===== config.mk =====
export PLATFORM = sky130hd
export DESIGN_NAME = lcd_glyph_slot_cache
export DESIGN_NICKNAME = d
export VERILOG_FILES = /design/src/sv/lgsc_pkg.sv /design/src/sv/lcd_glyph_slot_cache.sv /design/src/sv/lgsc_dp.sv /design/src/sv/lgsc_ctrl.sv
export SDC_FILE = /design/constraint.sdc
export NUM_CORES = 1
export LEC_CHECK = 0
export ABC_CLOCK_PERIOD_IN_PS = 3600
export BUFFER_PORTS_ARGS = -buffer_cell sky130_fd_sc_hd__buf_2
export CORE_MARGIN = 2
export CORE_UTILIZATION = 57
export DETAILED_ROUTE_END_ITERATION = 6
export PLACE_DENSITY = 0.77
export SETUP_SLACK_MARGIN = 0.15
export SLEW_MARGIN = 25
export SYNTH_ARGS = -nofsm -noshare
export SYNTH_HDL_FRONTEND = slang
export SYNTH_SLANG_ARGS = --single-unit

===== constraint.sdc =====
create_clock -name clk_i -period 3.6 [get_ports clk_i]
set_input_delay 0.36 -clock clk_i [delete_from_list [all_inputs] [get_ports clk_i]]
set_output_delay 0.36 -clock clk_i [all_outputs]
set_load 0.05 [all_outputs]

===== src/sv/lgsc_pkg.sv =====
`timescale 1ns / 1ps

package lgsc_pkg;

  localparam int NUM_SLOTS    = 8;
  localparam int SLOT_W       = $clog2(NUM_SLOTS);
  localparam int ROW_CELLS    = 16;
  localparam int NUM_ROWS     = 2;
  localparam int SHADOW_CELLS = 32;
  localparam int CELL_W       = $clog2(SHADOW_CELLS);
  localparam int IDX_W        = 7;
  localparam logic [4:0] COL_MAX     = 5'd31;
  localparam logic [7:0] XLAT_BASE   = 8'hC0;
  localparam logic [7:0] GLYPH_LIMIT = 8'hA0;

  localparam logic [7:0] XLAT [64] = '{
    8'h41, 8'hA0, 8'h42, 8'hA1, 8'hE0, 8'h45, 8'hA3, 8'hA4,
    8'hA5, 8'h03, 8'h4B, 8'hA7, 8'h4D, 8'h48, 8'h4F, 8'hA8,
    8'h50, 8'h43, 8'h54, 8'hA9, 8'hAA, 8'h58, 8'hE1, 8'hAB,
    8'hAC, 8'hE2, 8'hAD, 8'hAE, 8'h62, 8'hAF, 8'hB0, 8'hB1,
    8'h61, 8'hB2, 8'hB3, 8'hB4, 8'hE3, 8'h65, 8'hB6, 8'hB7,
    8'hB8, 8'hB9, 8'hBA, 8'hBB, 8'hBC, 8'hBD, 8'h6F, 8'hBE,
    8'h70, 8'h63, 8'hBF, 8'h79, 8'hE4, 8'h78, 8'hE5, 8'hC0,
    8'hC1, 8'hE6, 8'hC2, 8'hC3, 8'hC4, 8'hC5, 8'hC6, 8'hC7
  };

  typedef enum logic [1:0] {
    OP_PUT   = 2'd0,
    OP_MOVE  = 2'd1,
    OP_CLEAR = 2'd2,
    OP_NOP   = 2'd3
  } op_e;

  typedef enum logic [2:0] {
    ST_IDLE,
    ST_CLASSIFY,
    ST_SLOT,
    ST_CELL,
    ST_DONE
  } state_e;

  typedef struct packed {
    logic accept;
    logic classify;
    logic slot_next;
    logic cell_next;
    logic pick;
    logic pick_last;
    logic finish;
  } dp_cmd_t;

  typedef struct packed {
    logic is_put;
    logic need_glyph;
    logic hit;
    logic slot_empty;
    logic cell_match;
    logic cell_last;
    logic slot_last;
    logic out_busy;
  } dp_sts_t;

endpackage


===== src/sv/lcd_glyph_slot_cache.sv =====
`timescale 1ns / 1ps
// Channel | Handshake            | Word
// in      | in_valid_i/in_stall_o | op_i, char_code_i, col_i, row_i
// out     | out_valid_o/out_stall_i | shows_char_o, display_code_o, load_glyph_o,
//         |                      | glyph_slot_o, glyph_char_o, cursor_col_o, cursor_row_o
// One word at a time: move, clear, direct codes and slot hits pass IDLE, CLASSIFY, DONE.
// A slot miss scans slots in order, one shadow cell per cycle for an occupied slot;
// it takes the first slot that is empty or shown in no cell, else the last one loaded.
// Reset empties all slots and the shadow and homes the cursor; no clearing pass.
// The result sits in an output register; a new word is taken while it waits.

module lcd_glyph_slot_cache (
  input  logic       clk_i,
  input  logic       rst_ni,
  input  logic       in_valid_i,
  output logic       in_stall_o,
  input  logic [1:0] op_i,
  input  logic [7:0] char_code_i,
  input  logic [3:0] col_i,
  input  logic [1:0] row_i,
  output logic       out_valid_o,
  input  logic       out_stall_i,
  output logic       shows_char_o,
  output logic [7:0] display_code_o,
  output logic       load_glyph_o,
  output logic [2:0] glyph_slot_o,
  output logic [7:0] glyph_char_o,
  output logic [4:0] cursor_col_o,
  output logic       cursor_row_o
);

  lgsc_pkg::dp_cmd_t cmd;
  lgsc_pkg::dp_sts_t sts;

  lgsc_ctrl u_ctrl (
    .clk_i      (clk_i),
    .rst_ni     (rst_ni),
    .in_valid_i (in_valid_i),
    .in_stall_o (in_stall_o),
    .sts_i      (sts),
    .cmd_o      (cmd)
  );

  lgsc_dp u_dp (
    .clk_i          (clk_i),
    .rst_ni         (rst_ni),
    .cmd_i          (cmd),
    .sts_o          (sts),
    .op_i           (op_i),
    .char_code_i    (char_code_i),
    .col_i          (col_i),
    .row_i          (row_i),
    .out_valid_o    (out_valid_o),
    .out_stall_i    (out_stall_i),
    .shows_char_o   (shows_char_o),
    .display_code_o (display_code_o),
    .load_glyph_o   (load_glyph_o),
    .glyph_slot_o   (glyph_slot_o),
    .glyph_char_o   (glyph_char_o),
    .cursor_col_o   (cursor_col_o),
    .cursor_row_o   (cursor_row_o)
  );

endmodule


===== src/sv/lgsc_dp.sv =====
`timescale 1ns / 1ps

module lgsc_dp (
  input  logic                clk_i,
  input  logic                rst_ni,
  input  lgsc_pkg::dp_cmd_t   cmd_i,
  output lgsc_pkg::dp_sts_t   sts_o,
  input  logic [1:0]          op_i,
  input  logic [7:0]          char_code_i,
  input  logic [3:0]          col_i,
  input  logic [1:0]          row_i,
  output logic                out_valid_o,
  input  logic                out_stall_i,
  output logic                shows_char_o,
  output logic [7:0]          display_code_o,
  output logic                load_glyph_o,
  output logic [2:0]          glyph_slot_o,
  output logic [7:0]          glyph_char_o,
  output logic [4:0]          cursor_col_o,
  output logic                cursor_row_o
);

  lgsc_pkg::op_e op_q;
  logic [7:0] code_q;
  logic [3:0] col_q;
  logic [1:0] row_q;

  logic [7:0] slot_q [lgsc_pkg::NUM_SLOTS];
  logic [7:0] cell_q [lgsc_pkg::SHADOW_CELLS];
  logic [lgsc_pkg::SLOT_W-1:0] last_slot_q;
  logic [lgsc_pkg::SLOT_W-1:0] j_q;
  logic [lgsc_pkg::CELL_W-1:0] n_q;
  logic [4:0] cur_x_q, cur_x_d;
  logic       cur_y_q, cur_y_d;

  logic [7:0] res_dcode_q;
  logic       res_load_q;
  logic [lgsc_pkg::SLOT_W-1:0] res_slot_q;

  logic       out_valid_q;
  logic       out_shows_q;
  logic [7:0] out_dcode_q;
  logic       out_load_q;
  logic [2:0] out_slot_q;
  logic [7:0] out_char_q;
  logic [4:0] out_col_q;
  logic       out_row_q;

  logic [7:0] xlat_val;
  logic       below_base;
  logic       hit;
  logic [lgsc_pkg::SLOT_W-1:0] hit_idx;
  logic [lgsc_pkg::SLOT_W-1:0] pick_idx;
  logic [lgsc_pkg::IDX_W-1:0]  cell_idx;
  logic       is_put;

  assign is_put     = (op_q == lgsc_pkg::OP_PUT);
  assign below_base = (code_q < lgsc_pkg::XLAT_BASE);
  assign xlat_val   = lgsc_pkg::XLAT[code_q[5:0]];

  always_comb begin
    hit     = 1'b0;
    hit_idx = '0;
    for (int i = lgsc_pkg::NUM_SLOTS - 1; i >= 0; i--) begin
      if (slot_q[i] == code_q) begin
        hit     = 1'b1;
        hit_idx = lgsc_pkg::SLOT_W'(i);
      end
    end
  end

  assign pick_idx = cmd_i.pick ? j_q : last_slot_q;
  assign cell_idx = (cur_y_q ? lgsc_pkg::IDX_W'(lgsc_pkg::ROW_CELLS) : '0)
                  + lgsc_pkg::IDX_W'(cur_x_q);

  always_comb begin
    sts_o.is_put     = is_put;
    sts_o.need_glyph = !below_base && (xlat_val >= lgsc_pkg::GLYPH_LIMIT);
    sts_o.hit        = hit;
    sts_o.slot_empty = (slot_q[j_q] == 8'd0);
    sts_o.cell_match = (cell_q[n_q] == slot_q[j_q]);
    sts_o.cell_last  = (n_q == lgsc_pkg::CELL_W'(lgsc_pkg::SHADOW_CELLS - 1));
    sts_o.slot_last  = (j_q == lgsc_pkg::SLOT_W'(lgsc_pkg::NUM_SLOTS - 1));
    sts_o.out_busy   = out_valid_q && out_stall_i;
  end

  always_comb begin
    cur_x_d = cur_x_q;
    cur_y_d = cur_y_q;
    unique case (op_q)
      lgsc_pkg::OP_PUT: begin
        if (cur_x_q < lgsc_pkg::COL_MAX) begin
          cur_x_d = cur_x_q + 5'd1;
        end
      end
      lgsc_pkg::OP_MOVE: begin
        if ({1'b0, row_q} < 3'(lgsc_pkg::NUM_ROWS)) begin
          cur_x_d = {1'b0, col_q};
          cur_y_d = row_q[0];
        end
      end
      lgsc_pkg::OP_CLEAR: begin
        cur_x_d = '0;
        cur_y_d = 1'b0;
      end
      lgsc_pkg::OP_NOP: begin
      end
      default: begin
      end
    endcase
  end

  always_ff @(posedge clk_i) begin
    if (cmd_i.accept) begin
      op_q   <= lgsc_pkg::op_e'(op_i);
      code_q <= char_code_i;
      col_q  <= col_i;
      row_q  <= row_i;
    end
  end

  always_ff @(posedge clk_i or negedge rst_ni) begin
    if (!rst_ni) begin
      for (int i = 0; i < lgsc_pkg::NUM_SLOTS; i++) begin
        slot_q[i] <= '0;
      end
      for (int i = 0; i < lgsc_pkg::SHADOW_CELLS; i++) begin
        cell_q[i] <= '0;
      end
      last_slot_q <= '0;
      j_q         <= '0;
      n_q         <= '0;
      cur_x_q     <= '0;
      cur_y_q     <= 1'b0;
      res_dcode_q <= '0;
      res_load_q  <= 1'b0;
      res_slot_q  <= '0;
      out_valid_q <= 1'b0;
      out_shows_q <= 1'b0;
      out_dcode_q <= '0;
      out_load_q  <= 1'b0;
      out_slot_q  <= '0;
      out_char_q  <= '0;
      out_col_q   <= '0;
      out_row_q   <= 1'b0;
    end else begin
      if (cmd_i.classify) begin
        j_q        <= '0;
        n_q        <= '0;
        res_load_q <= 1'b0;
        res_slot_q <= '0;
        if (below_base) begin
          res_dcode_q <= code_q;
        end else if (xlat_val < lgsc_pkg::GLYPH_LIMIT) begin
          res_dcode_q <= xlat_val;
        end else begin
          res_dcode_q <= 8'(hit_idx);
        end
      end
      if (cmd_i.slot_next) begin
        j_q <= j_q + lgsc_pkg::SLOT_W'(1);
        n_q <= '0;
      end
      if (cmd_i.cell_next) begin
        n_q <= n_q + lgsc_pkg::CELL_W'(1);
      end
      if (cmd_i.pick || cmd_i.pick_last) begin
        slot_q[pick_idx] <= code_q;
        last_slot_q      <= pick_idx;
        res_dcode_q      <= 8'(pick_idx);
        res_load_q       <= 1'b1;
        res_slot_q       <= pick_idx;
      end
      if (cmd_i.finish) begin
        cur_x_q <= cur_x_d;
        cur_y_q <= cur_y_d;
        if (op_q == lgsc_pkg::OP_CLEAR) begin
          for (int i = 0; i < lgsc_pkg::SHADOW_CELLS; i++) begin
            cell_q[i] <= '0;
          end
        end else if (is_put &&
                     cell_idx < lgsc_pkg::IDX_W'(lgsc_pkg::SHADOW_CELLS)) begin
          cell_q[cell_idx[lgsc_pkg::CELL_W-1:0]] <= code_q;
        end
        out_valid_q <= 1'b1;
        out_shows_q <= is_put;
        out_dcode_q <= is_put ? res_dcode_q : 8'd0;
        out_load_q  <= is_put && res_load_q;
        out_slot_q  <= (is_put && res_load_q) ? 3'(res_slot_q) : 3'd0;
        out_char_q  <= (is_put && res_load_q) ? code_q : 8'd0;
        out_col_q   <= cur_x_d;
        out_row_q   <= cur_y_d;
      end else if (!out_stall_i) begin
        out_valid_q <= 1'b0;
      end
    end
  end

  assign out_valid_o    = out_valid_q;
  assign shows_char_o   = out_shows_q;
  assign display_code_o = out_dcode_q;
  assign load_glyph_o   = out_load_q;
  assign glyph_slot_o   = out_slot_q;
  assign glyph_char_o   = out_char_q;
  assign cursor_col_o   = out_col_q;
  assign cursor_row_o   = out_row_q;

  a_no_overwrite: assert property (@(posedge clk_i) disable iff (!rst_ni)
    cmd_i.finish |-> !(out_valid_q && out_stall_i))
    else $error("result word overwritten while stalled");

  a_pick_on_miss: assert property (@(posedge clk_i) disable iff (!rst_ni)
    (cmd_i.pick || cmd_i.pick_last) |-> (is_put && sts_o.need_glyph && !hit))
    else $error("slot picked without a glyph miss");

  a_cell_no_wrap: assert property (@(posedge clk_i) disable iff (!rst_ni)
    cmd_i.cell_next |-> !sts_o.cell_last)
    else $error("shadow scan wrapped");

  a_load_shows: assert property (@(posedge clk_i) disable iff (!rst_ni)
    (out_valid_q && out_load_q) |-> (out_shows_q && out_dcode_q == 8'(out_slot_q)))
    else $error("load request without matching display code");

endmodule


===== src/sv/lgsc_ctrl.sv =====
`timescale 1ns / 1ps

module lgsc_ctrl (
  input  logic                clk_i,
  input  logic                rst_ni,
  input  logic                in_valid_i,
  output logic                in_stall_o,
  input  lgsc_pkg::dp_sts_t   sts_i,
  output lgsc_pkg::dp_cmd_t   cmd_o
);

  lgsc_pkg::state_e state_q, state_d;

  always_ff @(posedge clk_i or negedge rst_ni) begin
    if (!rst_ni) begin
      state_q <= lgsc_pkg::ST_IDLE;
    end else begin
      state_q <= state_d;
    end
  end

  always_comb begin
    state_d    = state_q;
    cmd_o      = '0;
    in_stall_o = (state_q != lgsc_pkg::ST_IDLE);
    unique case (state_q)
      lgsc_pkg::ST_IDLE: begin
        if (in_valid_i) begin
          cmd_o.accept = 1'b1;
          state_d      = lgsc_pkg::ST_CLASSIFY;
        end
      end
      lgsc_pkg::ST_CLASSIFY: begin
        cmd_o.classify = 1'b1;
        if (sts_i.is_put && sts_i.need_glyph && !sts_i.hit) begin
          state_d = lgsc_pkg::ST_SLOT;
        end else begin
          state_d = lgsc_pkg::ST_DONE;
        end
      end
      lgsc_pkg::ST_SLOT: begin
        if (sts_i.slot_empty) begin
          cmd_o.pick = 1'b1;
          state_d    = lgsc_pkg::ST_DONE;
        end else begin
          state_d = lgsc_pkg::ST_CELL;
        end
      end
      lgsc_pkg::ST_CELL: begin
        priority if (sts_i.cell_match) begin
          if (sts_i.slot_last) begin
            cmd_o.pick_last = 1'b1;
            state_d         = lgsc_pkg::ST_DONE;
          end else begin
            cmd_o.slot_next = 1'b1;
            state_d         = lgsc_pkg::ST_SLOT;
          end
        end else if (sts_i.cell_last) begin
          cmd_o.pick = 1'b1;
          state_d    = lgsc_pkg::ST_DONE;
        end else begin
          cmd_o.cell_next = 1'b1;
        end
      end
      lgsc_pkg::ST_DONE: begin
        if (!sts_i.out_busy) begin
          cmd_o.finish = 1'b1;
          state_d      = lgsc_pkg::ST_IDLE;
        end
      end
      default: begin
        state_d = lgsc_pkg::ST_IDLE;
      end
    endcase
  end

endmodule

# [Yosys cells after proc, flatten, opt, wreduce, memory -nomap -nowiden]
# Memories as Yosys holds them, arrays and structs flattened.
# Index checks and enable logic that the tools add are counted.
[totals] reg_bits=390 rom_bits=512 output_inout_bits=29 word_cells=210 memories=1
[mem_list] memory="(name not given)" depth=64 word_bits=8 rd=1 rd_ports_with_merged_regs=0 write_ports=0 line_no="lgsc_dp.sv:59" text="assign xlat_val = lgsc_pkg::XLAT[code_q[5:0]];"
[op_classes] n_addsub=4 magnitude_cmp=13 n_eq_ne=23 n_mux=80 bitwise=5 n_reduce_logical=25
[op_table] operator="$mux W256" n=2
[op_table] operator="$bwmux W256" n=1
[op_table] operator="$mux W8" n=14
[op_table] operator="$eq A8 B8 Y1" n=9
[op_table] operator="$bwmux W64" n=1
[op_table] operator="$mux W3" n=20
[op_table] operator="$bmux W8 S5" n=1
[op_table] operator="$demux W8 S5" n=1
[op_table] operator="$mux W5" n=6
[op_table] operator="$mux W1" n=26
[op_table] operator="$bmux W8 S3" n=1
[op_table] operator="$demux W8 S3" n=1
[op_table] operator="$lt A8 B8 Y1 const B" n=2
[op_table] operator="$pmux W3 S5" n=1
[op_table] operator="$pmux W5 S3" n=1
[op_table] operator="$ge A6 B6 Y1 const B" n=2
[op_table] operator="$not A5 Y6" n=2
[op_table] operator="$add A5 B1 Y5 const B" n=2
[op_table] operator="$reduce_bool A3 Y1" n=3
[op_table] operator="$ge A4 B4 Y1 const B" n=2
[op_table] operator="$ge A8 B8 Y1 const B" n=1
[op_table] operator="$logic_and A1 B1 Y1" n=8
[op_table] operator="$logic_not A8 Y1" n=1
[op_table] operator="$not A3 Y4" n=2
[op_table] operator="28 further kinds" n=40

# [Depth between registers and ports, before layout]
# Gate-level depths: netlist of run 1.
[logic_depth] word_depth=14 ltp_mapped=15 depth_no_buf=12

# [Hierarchy]
# Synthesis of run 1 repeated with hierarchy kept, for this count alone.
[hier_totals] cells_unflattened=1663 hier_area_um2=19347.3
[modules_own_cells] mod="lgsc_dp" instances=1 cells_each=1624 area_per_inst_um2=19037.0 seq_area_each_um2=9764.4
[modules_own_cells] mod="lgsc_ctrl" instances=1 cells_each=39 area_per_inst_um2=310.3 seq_area_each_um2=75.1

# [Worst setup path after synthesis of run 1]
# OpenSTA, ideal clock, no wires.
[synth_path] kind="reg-to-reg" startpoint="register u_dp.j_q[0] (netlist bit)" endpoint="register u_dp.slot_q[48] (netlist bit)" arrival_time_ns=3.533 required_time_ns=3.475 setup_slack_ns=-0.057 stages_incl_launch_ff=12 period_less_slack_ns=3.657 path_cell_list="dfrtp_1 > buf_2 > buf_2 > mux4_2 > or4_1 > nor3_1 > o21ai_1 > nor3_2 > buf_2 > a2bb2oi_2 > a32oi_4 > mux2_2"
[synth_via] elab_chain_len=14 word_cells_on_any_way=22 cone_classes="2 x order compare; 2 x eq/ne; 13 x mux; 2 x bitwise; 3 x reduce/logical"
[synth_rtl] item="start: declaration" line_no="lgsc_dp.sv:31" text="logic [lgsc_pkg::SLOT_W-1:0] j_q;"
[synth_rtl] item="start signal: assignment" line_no="lgsc_dp.sv:161" text="j_q <= j_q + lgsc_pkg::SLOT_W'(1);"
[synth_rtl] item="$not A3 Y4 (implied by the code)" line_no="lgsc_dp.sv:80, lgsc_dp.sv:81"
[synth_rtl] item="$bmux W8 S3" line_no="lgsc_dp.sv:80, lgsc_dp.sv:81"
[synth_rtl] item="$mux W8 (implied by the code) (2 in a row)" line_no="lgsc_dp.sv:80, lgsc_dp.sv:81"
[synth_rtl] item="$eq A8 B8 Y1 or $logic_not A8 Y1 (tied branches)" line_no="lgsc_dp.sv:81, lgsc_dp.sv:80"
[synth_rtl] item="$mux W2 or $mux W1 (tied branches)" line_no="lgsc_ctrl.sv:50, lgsc_ctrl.sv:42"
[synth_rtl] item="$pmux W1 S2" line_no="lgsc_ctrl.sv:26" text="unique case (state_q)"
[synth_rtl] item="$mux W3" line_no="lgsc_dp.sv:72" text="assign pick_idx = cmd_i.pick ? j_q : last_slot_q;"
[synth_rtl] item="$not A3 Y4 (implied by the code)" line_no="lgsc_dp.sv:168" text="slot_q[pick_idx] <= code_q;"
[synth_rtl] item="$ge A4 B4 Y1 (implied by the code) or $lt A4 B1 Y1 (tied branches)" line_no="lgsc_dp.sv:168"
[synth_rtl] item="$logic_and A1 B1 Y1 (implied by the code)" line_no="lgsc_dp.sv:168"
[synth_rtl] item="$mux W8 (implied by the code)" line_no="lgsc_dp.sv:168"
[synth_rtl] item="$demux W8 S3" line_no="lgsc_dp.sv:168"
[synth_rtl] item="$bwmux W64" line_no="lgsc_dp.sv:168"
[synth_rtl] item="end signal: indexed assignment" line_no="lgsc_dp.sv:168"
[synth_rtl] item="end: declaration" line_no="lgsc_dp.sv:28" text="logic [7:0] slot_q [lgsc_pkg::NUM_SLOTS];"
# Parallel ways exist; a longest one is shown, timed or not. The select of a mux whose other input is x is not followed.
# A chain may end at the register's enable or synchronous reset.

# [Worst setup path after layout of run 1]
[layout_path] startpoint="register u_dp.n_q[1] (netlist bit)" endpoint="register u_dp.slot_q[16] (netlist bit)"
[layout_via] elab_chain_len=14 word_cells_on_any_way=20 cone_classes="2 x order compare; 2 x eq/ne; 12 x mux; 2 x bitwise; 2 x reduce/logical"
[layout_rtl] item="start: declaration" line_no="lgsc_dp.sv:32" text="logic [lgsc_pkg::CELL_W-1:0] n_q;"
[layout_rtl] item="start signal: assignment" line_no="lgsc_dp.sv:165" text="n_q <= n_q + lgsc_pkg::CELL_W'(1);"
[layout_rtl] item="$not A5 Y6 (implied by the code)" line_no="lgsc_dp.sv:81" text="sts_o.cell_match = (cell_q[n_q] == slot_q[j_q]);"
[layout_rtl] item="$bmux W8 S5" line_no="lgsc_dp.sv:81"
[layout_rtl] item="$mux W8 (implied by the code) (2 in a row)" line_no="lgsc_dp.sv:81"
[layout_rtl] item="$eq A8 B8 Y1" line_no="lgsc_dp.sv:81"
[layout_rtl] item="$mux W2" line_no="lgsc_ctrl.sv:50" text="priority if (sts_i.cell_match) begin"
[layout_rtl] item="$pmux W1 S2" line_no="lgsc_ctrl.sv:26"
[layout_rtl] item="$mux W3" line_no="lgsc_dp.sv:72"
[layout_rtl] item="$not A3 Y4 (implied by the code)" line_no="lgsc_dp.sv:168"
[layout_rtl] item="$ge A4 B4 Y1 (implied by the code) or $lt A4 B1 Y1 (tied branches)" line_no="lgsc_dp.sv:168"
[layout_rtl] item="$logic_and A1 B1 Y1 (implied by the code)" line_no="lgsc_dp.sv:168"
[layout_rtl] item="$mux W8 (implied by the code)" line_no="lgsc_dp.sv:168"
[layout_rtl] item="$demux W8 S3" line_no="lgsc_dp.sv:168"
[layout_rtl] item="$bwmux W64" line_no="lgsc_dp.sv:168"
# Parallel ways exist; a longest one is shown, timed or not. The select of a mux whose other input is x is not followed.

==> results of run 1 <==
[registers in the layout, summed over array words and instances, names as in the netlist, 2 cells and up]
name / count
u_ctrl.state_q: 3
u_dp.cell_q: 256
u_dp.code_q: 8
u_dp.col_q: 4
u_dp.cur_x_q: 5
u_dp.display_code_o: 8
u_dp.glyph_char_o: 8
u_dp.glyph_slot_o: 3
u_dp.j_q: 3
u_dp.last_slot_q: 3
u_dp.n_q: 5
u_dp.op_q: 2
u_dp.res_dcode_q: 8
u_dp.res_slot_q: 3
u_dp.row_q: 2
u_dp.slot_q: 64
[metrics by stage]
step                      cells  hold WS [ns]  setup TNS, ns  power [mW]  utilization (%)
after floorplan            1943        0.0644              0        7.78                -
after global placement     2452         0.452         -12.11        9.29             62.6
after detailed placement   2452         0.465         -12.09        9.36             62.6
after CTS                  2548        0.0520          -7.24        14.1             67.9
after global routing       2560         0.100         -15.67        15.0             68.9
final                      2560        0.0782          -8.53        14.5             68.9
[layout by cell type (no fill, tap or decap), drive strengths merged, types with 38 or more instances in the layout]
cell type / count
clkbuf: 61
inv: 46
buf: 192
a22oi: 42
dfrtp: 374
xor2: 43
o21ai: 351
nand2: 376
mux2: 75
a21oi: 38
nor2: 40
nand3: 40
mux2i: 105
[timing repair]
item / 4_1_cts / 5_1_grt
hold buffers: 17 / 0
endpoints found under the setup margin: 88 / 89
gates cloned: 0 / 3
gates resized for setup: 9 / 44
pin swaps: 3 / 7
setup buffers: 4 / 8
hold endpoints to repair: 127 / 0
[routing by layer]
layer | global-route usage, % | wire length, µm | share of wire [%]
met5 | 0.687 | 0 | 0
met4 | 14.7 | 2680 | 4.5
met1 | 45.3 | 24000 | 41
met3 | 7.07 | 4860 | 8.2
met2 | 51.3 | 27400 | 46
[power by group through the flow]
| stage | sequential, mW | combinational [mW] | clock [mW] |
|---|---|---|---|
| 2_1_floorplan | 5.47 | 2.31 | 0 |
| 3_3_place_gp | 5.40 | 3.89 | 0 |
| 3_5_place_dp | 5.40 | 3.95 | 0 |
| 4_1_cts | 5.34 | 4.02 | 4.71 |
| 5_1_grt | 5.41 | 4.70 | 4.89 |
| 6_report | 5.36 | 4.40 | 4.70 |
[Yosys cell counts, types with 4 or more instances]
cell	instances	area share [%]
sky130_fd_sc_hd__and3_1	5	0.16
sky130_fd_sc_hd__clkbuf_1	86	1.6
sky130_fd_sc_hd__a32oi_1	4	0.18
sky130_fd_sc_hd__xor2_1	43	1.9
sky130_fd_sc_hd__nand2b_1	13	0.41
sky130_fd_sc_hd__o21ai_1	34	0.87
sky130_fd_sc_hd__buf_2	9	0.23
sky130_fd_sc_hd__buf_4	5	0.19
sky130_fd_sc_hd__a31oi_1	7	0.22
sky130_fd_sc_hd__nand4_1	14	0.45
sky130_fd_sc_hd__a21oi_1	37	0.94
sky130_fd_sc_hd__nor2b_1	24	0.76
sky130_fd_sc_hd__nor4_1	14	0.45
sky130_fd_sc_hd__a22oi_1	41	1.6
sky130_fd_sc_hd__nand3_1	40	1.0
sky130_fd_sc_hd__o21ai_0	317	8.1
sky130_fd_sc_hd__buf_1	8	0.15
sky130_fd_sc_hd__nand2_1	376	7.2
sky130_fd_sc_hd__nor3b_1	5	0.19
sky130_fd_sc_hd__o22ai_1	8	0.25
sky130_fd_sc_hd__a211oi_1	9	0.34
sky130_fd_sc_hd__nor3_1	9	0.23
sky130_fd_sc_hd__nand3b_1	7	0.27
sky130_fd_sc_hd__mux4_2	31	3.6
sky130_fd_sc_hd__o31ai_1	5	0.19
sky130_fd_sc_hd__a21o_1	7	0.27
sky130_fd_sc_hd__inv_1	46	0.88
sky130_fd_sc_hd__or3_1	5	0.16
sky130_fd_sc_hd__o211ai_1	9	0.34
sky130_fd_sc_hd__xnor2_1	26	1.2
sky130_fd_sc_hd__nor2_1	40	0.76
sky130_fd_sc_hd__mux2i_1	105	5.4
sky130_fd_sc_hd__buf_6	6	0.34
sky130_fd_sc_hd__ha_1	20	1.3
sky130_fd_sc_hd__and2_1	7	0.22
sky130_fd_sc_hd__edfxtp_1	16	2.4
sky130_fd_sc_hd__dfrtp_1	374	48
sky130_fd_sc_hd__mux2_2	72	4.1
[cell families (layout without fill, tap and decap cells)]
logic type / count (synthesis) / after routing / share of synthesized area, %
buffers and inverters: 163 / 332 / 3.70
multiplexers: 213 / 213 / 13.5
flip-flops: 390 / 390 / 50.1
XOR/XNOR: 69 / 69 / 3.08
adder cells (fa/ha/maj): 20 / 20 / 1.27
AND/OR/NAND/NOR: 570 / 570 / 12.8
AO/OA/AOI/OAI: 518 / 518 / 15.5
[final cells by class]
class / instances / area (µm²)
Inverter: 46 / 173
Fill cell: 2466 / 10500
Clock inverter: 16 / 238
Sequential cell: 390 / 9840
Multi-Input combinational cell: 1390 / 9250
Clock buffer: 59 / 1260
Timing Repair Buffer: 211 / 1880
Tap cell: 448 / 561
[worst max path at each step]
stage	from	to	slack, ns
final	u_dp.n_q[1]	u_dp.slot_q[16]	-0.25
after global placement	u_dp.n_q[1]	u_dp.slot_q[55]	-0.28
after floorplan	u_dp.n_q[0]	u_dp.slot_q[16]	0.05
after detailed placement	u_dp.n_q[1]	u_dp.slot_q[16]	-0.28
after global routing	u_dp.n_q[1]	u_dp.slot_q[19]	-0.30
after CTS	u_dp.n_q[1]	u_dp.slot_q[16]	-0.16
[worst min-delay path: cells and delay by family]
family                 cells  cell delay [ns]
buffers and inverters      1             0.08
and+or+nand+nor            2             0.17
==> summary.txt, run 1 <==
Worst setup path
  – Critical register-to-register path endpoint: u_dp.slot_q[16]
  – CP startpoint kind: flop
  – CP max stage cell: sky130_fd_sc_hd__dfrtp_4
  – R2R cell count: 13
  – Critical path, cell by cell: buf_4 -> clkbuf_16 -> mux4_2 -> mux2i_2 -> nand3_1 -> o211ai_1 -> xnor2_1 -> nand2_1 -> or4_4 -> or3_4 -> a32oi_4 -> buf_12 -> mux2_2
  – Worst path required time: 4.05 ns
  – Type of the worst setup path: reg -> reg
  – Stages on worst setup path: 13
  – CP endpoint kind: flop
  – Crit path buf inv count: 3
  – CP top delay family: simple AND/OR/NAND/NOR gates
  – Reg-to-reg startpoint: u_dp.n_q[1]
  – Data arrival time of the worst path: 4.31 ns
  – Setup slack of the worst register-to-register path: -0.25 ns
  – Maximum net fanout on the critical path: 17
  – Crit-path max cell delay: 0.57 ns

STA
  – Minimum setup slack in the final design: -0.253 ns
  – Peak Freq: 0.260 GHz
  – RSZ-0062 raised after global routing: yes
  – Min Clock Period, post-route: 3.85 ns
  – Final worst-path cycle share: 107%
  – Worst clock skew on the final layout: 0.0290 ns
  – Number of failing setup endpoints in the final timing report: 75
  – Max_slew headroom: 28.2%
  – Number of failing hold endpoints at the final stage: 0
  – Total count of max-transition violations in the final report: 0
  – Transition time at the pin with the least slew margin: 1.08 ns

Layout
  – Total number of nets in the final design: 2,121
  – Antenna cells: 0
  – Proportion of layout cells with a drive suffix above 1: 19.6%
  – Layout Area Growth over Synthesis: 18.2%
  – Final cell area excluding filler cells: 23,200 µm²

Die
  – IO Pins: 49
  – Initial Util: 58.2%
  – Core footprint: 33,700 µm²
  – Chip Width: 190 µm
  – Die outline area: 35,900 µm²
  – Placement Rows: 67
  – Die Height: 190 µm

CTS
  – Clock tree from TritonCTS: built
  – Total CTS buffers: 42
  – Max clock buf depth: 3
  – Clock-pin transition on the worst setup and hold timing paths: 0.06 ns
  – Number of levels in the clock H-tree: 2
  – Clock Latency Late Sink: 0.58 ns
  – Root Driver: sky130_fd_sc_hd__clkbuf_16
  – Number of clock sinks seen by CTS: 390

Yosys
  – Distinct cell type count of the synthesized netlist: 75
  – Count of flip-flops with a built-in enable after synthesis: 16
  – Post-synthesis area per instance: 10.1 µm²
  – Flop and latch count out of synthesis: 390
  – Dominant synthesized flop cell: sky130_fd_sc_hd__dfrtp_1
  – Asr flop ratio synth: 95.9%
  – Gate count of the mapped netlist: 1,943
  – Netlist area before placement: 19,600 µm²
  – Share of the yosys chip area belonging to registers: 50.1%
  – Synthesized netlist net count: 1,983
  – Number of synthesis warnings: 0

Drt
  – Via-per-instance ratio: 6.37
  – Number of nets still failing antenna checks after routing: 0
  – First-pass DRT Iterations: 5
  – DR WL/cell: 23.0 µm
  – Sum of routed wire length over all layers: 58,900 µm
  – DRC: 0
  – Routed vias: 16,318
  – DRT iter0 DRCs: 1,845

Placed design
  – Total of buffers placed on input and output ports: 48
  – Area after detailed placement: 21,100 µm²
  – Placement-stage worst setup slack: -0.280 ns
  – Final weighted congestion in routability-driven placement: 0.976
  – Detailed Place HPWL: 39,600 µm

Status
  – Violated checks: negative setup slack
  – Result of the run: complete, but fails checks

Pwr
  – Leak: 10.3 nW
  – Net load switching power: 5.00 mW
  – Cell area power density: 623 nW/µm²
  – Switching Fraction: 34.6%
  – Combinational share of power: 30.4%
  – Portion of total power attributed to sequential cells: 37.1%
  – Internal portion of total power: 9.46 mW
  – Highest ir drop seen on vdd: 0.000515 V
  – Clock power frac: 32.5%

Worst hold path
  – Worst min-delay path endpoint: u_dp.out_valid_o
  – Worst hold path depth: 3
  – Min-delay src: out_stall_i
  – Type of the most critical hold path: in -> reg

GRT
  – Pin count of the biggest net entering global routing: 119
  – Initial antenna violation count: 0
  – Wire length of the first global-routing pass: 92,200 µm
  – Number of global-route vias before repair: 16,173
  – Grt ovf: 0
  – GRT Total Usage: 33.1%

Flow run
  – Max_cap viols: 0
Power figures use the tool's default switching activity.
==> run 2, diff against run 1 <==
SYNTH_HIERARCHICAL = 1   (was not set)
==> summary.txt, run 2 <==
Layout
  – Most common cell after layout, fill and taps aside: sky130_fd_sc_hd__dfrtp_1
  – Final standard cell count with taps included and fillers excluded: 2,324 (-9.2%)
  – Proportion of layout cells with a drive suffix above 1: 26.0% (+6.3 points)
  – Register name with the most flops: u_dp/cell_q
  – Layout Area Growth over Synthesis: 19.9%
  – Final cell area excluding filler cells: 23,200 µm² (unchanged)
  – Antenna cells: 0 (unchanged)
  – Most used cells in the layout excluding fill and tap cells: sky130_fd_sc_hd__dfrtp_1, sky130_fd_sc_hd__a22o_1, sky130_fd_sc_hd__buf_4
  – Max FFs per register: 256 (unchanged)
  – Total number of nets in the final design: 1,885 (-11%)
  – Largest registers ranked by flip-flop count: u_dp/cell_q x256, u_dp/slot_q x64

Placed design
  – Final weighted congestion in routability-driven placement: 1.01 (+3.4%)
  – Count of placed standard cells including taps: 2,214 (-9.7%)
  – Total of buffers placed on input and output ports: 48 (unchanged)
  – Detailed Place HPWL: 39,500 µm (-0.31%)
  – Area after detailed placement: 21,100 µm² (about the same)

CTS
  – Total CTS buffers: 41 (-2.4%)
  – Clock-pin transition on the worst setup and hold timing paths: 0.06 ns (about the same)
  – Number of levels in the clock H-tree: 2 (unchanged)
  – Clock tree from TritonCTS: built
  – Clock Latency Late Sink: 0.54 ns (-0.04 ns)
  – Max clock buf depth: 3 (unchanged)
  – Root Driver: sky130_fd_sc_hd__clkbuf_16
  – Number of clock sinks seen by CTS: 390 (unchanged)

STA
  – Setup TNS Final: -37.07 ns (-28.54 ns)
  – Final worst-path cycle share: 117% (+10 points)
  – RSZ-0062 raised after global routing: yes
  – Number of failing hold endpoints at the final stage: 0 (unchanged)
  – Number of failing setup endpoints in the final timing report: 73 (-2.7%)
  – Transition time at the pin with the least slew margin: 1.06 ns (-0.0144 ns)
  – Min Clock Period, post-route: 4.22 ns (+0.365 ns)
  – Peak Freq: 0.237 GHz (-8.6%)
  – Final hold slack: 0.158 ns (+0.0799 ns)
  – Worst clock skew on the final layout: 0.00907 ns (-0.0199 ns)
  – Minimum setup slack in the final design: -0.617 ns (-0.365 ns)
  – Max_slew headroom: 29.1% (+0.96 points)
  – Total count of max-transition violations in the final report: 0 (unchanged)

GRT
  – Initial antenna violation count: 0 (unchanged)
  – Pin count of the biggest net entering global routing: 93 (-22%)
  – Wire length of the first global-routing pass: 91,200 µm (-1.1%)
  – Grt ovf: 0 (unchanged)
  – Number of global-route vias before repair: 15,476 (-4.3%)
  – GRT Total Usage: 33.6% (+0.45 points)

Yosys
  – Area fraction in and, or, nand and nor cells after synthesis: 9.73% (-3.1 points)
  – Asr flop ratio synth: 95.9% (unchanged)
  – Share of the yosys chip area belonging to registers: 50.9% (+0.73 points)
  – Combinational family with the most area after synthesis: compound AO/OA/AOI/OAI gates
  – Yosys top cell area share: 48.4% (+0.70 points)
  – Complex-gate fraction of the synthesized area: 17.6% (+2.1 points)
  – Synthesized netlist net count: 1,702 (-14%)
  – Multiplexer share of the synthesized area: 13.4% (-0.10 points)
  – Cell types with the largest area share after synthesis: sky130_fd_sc_hd__dfrtp_1, sky130_fd_sc_hd__a22o_1, sky130_fd_sc_hd__mux4_2
  – Most used standard cells in the synthesized netlist: sky130_fd_sc_hd__dfrtp_1, sky130_fd_sc_hd__a22o_1, sky130_fd_sc_hd__nand2_1
  – Gate count of the mapped netlist: 1,663 (-14%)
  – Netlist area before placement: 19,300 µm² (-1.4%)
  – Number of synthesis warnings: 6 (+6)
  – Cell taking the most area after synthesis: sky130_fd_sc_hd__dfrtp_1
  – Fraction of synthesized cell area in xor and xnor cells: 3.40% (+0.32 points)
  – Dominant synthesized flop cell: sky130_fd_sc_hd__dfrtp_1
  – Count of flip-flops with a built-in enable after synthesis: 16 (unchanged)
  – Distinct cell type count of the synthesized netlist: 73 (-2.7%)
  – Post-synthesis area per instance: 11.6 µm² (+15%)
  – Flop and latch count out of synthesis: 390 (unchanged)
  – Cell with the most instances after synthesis: sky130_fd_sc_hd__dfrtp_1
  – Arithmetic-cell share of the synthesized area counting full adders, half adders and majority gates: 1.23% (-0.046 points)

Drt
  – Number of nets still failing antenna checks after routing: 0 (unchanged)
  – First-pass DRT Iterations: 6 (+1)
  – Via-per-instance ratio: 6.66 (+4.5%)
  – DRC: 0 (unchanged)
  – DR WL/cell: 25.5 µm (+11%)
  – Routed vias: 15,473 (-5.2%)
  – Sum of routed wire length over all layers: 59,200 µm (+0.41%)
  – DRT iter0 DRCs: 1,924 (+4.3%)

Worst setup path
  – R2R cell count: 19 (+6)
  – Worst path required time: 4.02 ns (-0.03 ns)
  – Critical path, cell by cell: buf_12 -> buf_4 -> mux4_2 -> a21oi_1 -> o21ai_1 -> mux2i_1 -> xnor2_1 -> nand4_1 -> nor2_2 -> or2b_1 -> or2_4 -> a21oi_4 -> buf_6 -> mux2i_4 -> buf_6 -> nand2_4 -> nor2_4 -> buf_12 -> mux2_4
  – Crit-path max cell delay: 0.53 ns (-0.04 ns)
  – Crit path buf inv count: 5 (+2)
  – CP startpoint kind: flop
  – Type of the worst setup path: reg -> reg
  – CP endpoint kind: flop
  – CP max stage cell: sky130_fd_sc_hd__dfrtp_4
  – Stages on worst setup path: 19 (+6)
  – Data arrival time of the worst path: 4.64 ns (+0.33 ns)
  – CP top delay family: multiplexers
  – Maximum net fanout on the critical path: 7 (-10)

Pwr
  – Leak: 10.4 nW (+0.99%)
  – Total design power: 13.9 mW (-3.5%)
  – Cell area power density: 601 nW/µm² (-3.5%)
  – Highest ir drop seen on vdd: 0.000595 V (+16%)

Die
  – Placement Rows: 67 (unchanged)
  – Die outline area: 35,400 µm² (-1.4%)
  – Initial Util: 57.8% (-0.41 points)
  – IO Pins: 49 (unchanged)
  – Chip Width: 188 µm (-0.71%)
  – Die Height: 188 µm (-0.71%)
  – Core footprint: 33,400 µm² (-0.75%)

Worst hold path
  – Worst hold path depth: 3 (unchanged)
  – Type of the most critical hold path: in -> reg

Status
  – Violated checks: negative setup slack
  – Result of the run: complete, but fails checks

Flow run
  – Max_cap viols: 0 (unchanged)
[run 2: cell count changes after synthesis, sizes merged, moves of 18 or more]
cell,delta
clkbuf,-21
inv,-19
mux2i,-50
mux4,+29
nand2,-246
nor2,+35
a22o,+193
buf,+22
o21ai,-211
nand2b,+19
mux2,-18
[run 2: area by class of cell]
type / count / area [µm²]
flip-flops and latches: 390 / 9840
multi-input cells: 1127 / 9110
clock buffers: 64 / 1230
well taps: 448 / 561
inverters: 28 / 108
repair buffers: 258 / 2240
fillers: 2293 / 10200
clock inverters: 9 / 105
[run 2: logic make-up after synthesis]
logic type / count (synthesis)
AOI/OAI and AO/OA: 473
adders and majority gates: 19
muxes: 174
xor gates and xnor gates: 75
and+or+nand+nor: 386
buffers and inverters: 146
DFF: 390
[run 2: report_power, final]
group	switching, mW	internal [mW]	total, mW
registers	0.524	4.93	5.46
clock network	1.75	2.50	4.25
logic	2.58	1.65	4.24
total	4.86	9.09	13.9
[run 2: through the flow]
step	setup slack [ns]	util (%)
after CTS	-0.507	68.8
final	-0.617	69.4
after global placement	-0.536	63.1
after detailed placement	-0.622	63.1
after global routing	-0.730	69.4
after floorplan	-0.256	-
[run 2: per-layer routing]
metal  vias up  GRT usage (%)  part of all wire, %
met5         -              0                    0
met4         0           11.8                  3.7
met3       171           11.7                   12
met2       960           48.6                   44
met1      7776           47.3                   40
li1       6566              -                    -
[run 2: worst reg2reg max path, stage by stage, from the launching register on]
cell	delay, ns
sky130_fd_sc_hd__dfrtp_4	0.53
sky130_fd_sc_hd__buf_12	0.16
sky130_fd_sc_hd__buf_4	0.14
sky130_fd_sc_hd__mux4_2	0.53
sky130_fd_sc_hd__a21oi_1	0.23
sky130_fd_sc_hd__o21ai_1	0.13
sky130_fd_sc_hd__mux2i_1	0.18
sky130_fd_sc_hd__xnor2_1	0.10
sky130_fd_sc_hd__nand4_1	0.13
sky130_fd_sc_hd__nor2_2	0.08
sky130_fd_sc_hd__or2b_1	0.24
sky130_fd_sc_hd__or2_4	0.24
sky130_fd_sc_hd__a21oi_4	0.22
sky130_fd_sc_hd__buf_6	0.14
sky130_fd_sc_hd__mux2i_4	0.30
sky130_fd_sc_hd__buf_6	0.15
sky130_fd_sc_hd__nand2_4	0.04
sky130_fd_sc_hd__nor2_4	0.11
sky130_fd_sc_hd__buf_12	0.15
sky130_fd_sc_hd__mux2_4	0.30
[run 2: timing repair]
action / CTS / global route
resized for setup: 66 / 30
hold endpoints to repair: 103 / 0
setup buffers: 9 / 6
pin swaps: 20 / 11
gates cloned: 4 / 1
endpoints found under the setup margin: 82 / 87
hold buffers: 17 / 0
[run 2: path summary, 6_finish.rpt]
check                                       from                end  slack [ns]
max in group asynchronous                 rst_ni     u_dp/slot_q[6]        2.21
min in group asynchronous                 rst_ni   u_dp/cell_q[196]        0.44
worst min-delay path                  in_valid_i  u_ctrl/state_q[0]        0.16
worst max register to register       u_dp/n_q[0]    u_dp/slot_q[23]       -0.62
worst min register to register  u_dp/cell_q[130]   u_dp/cell_q[130]        0.48
worst max-delay path                 u_dp/n_q[0]    u_dp/slot_q[23]       -0.62
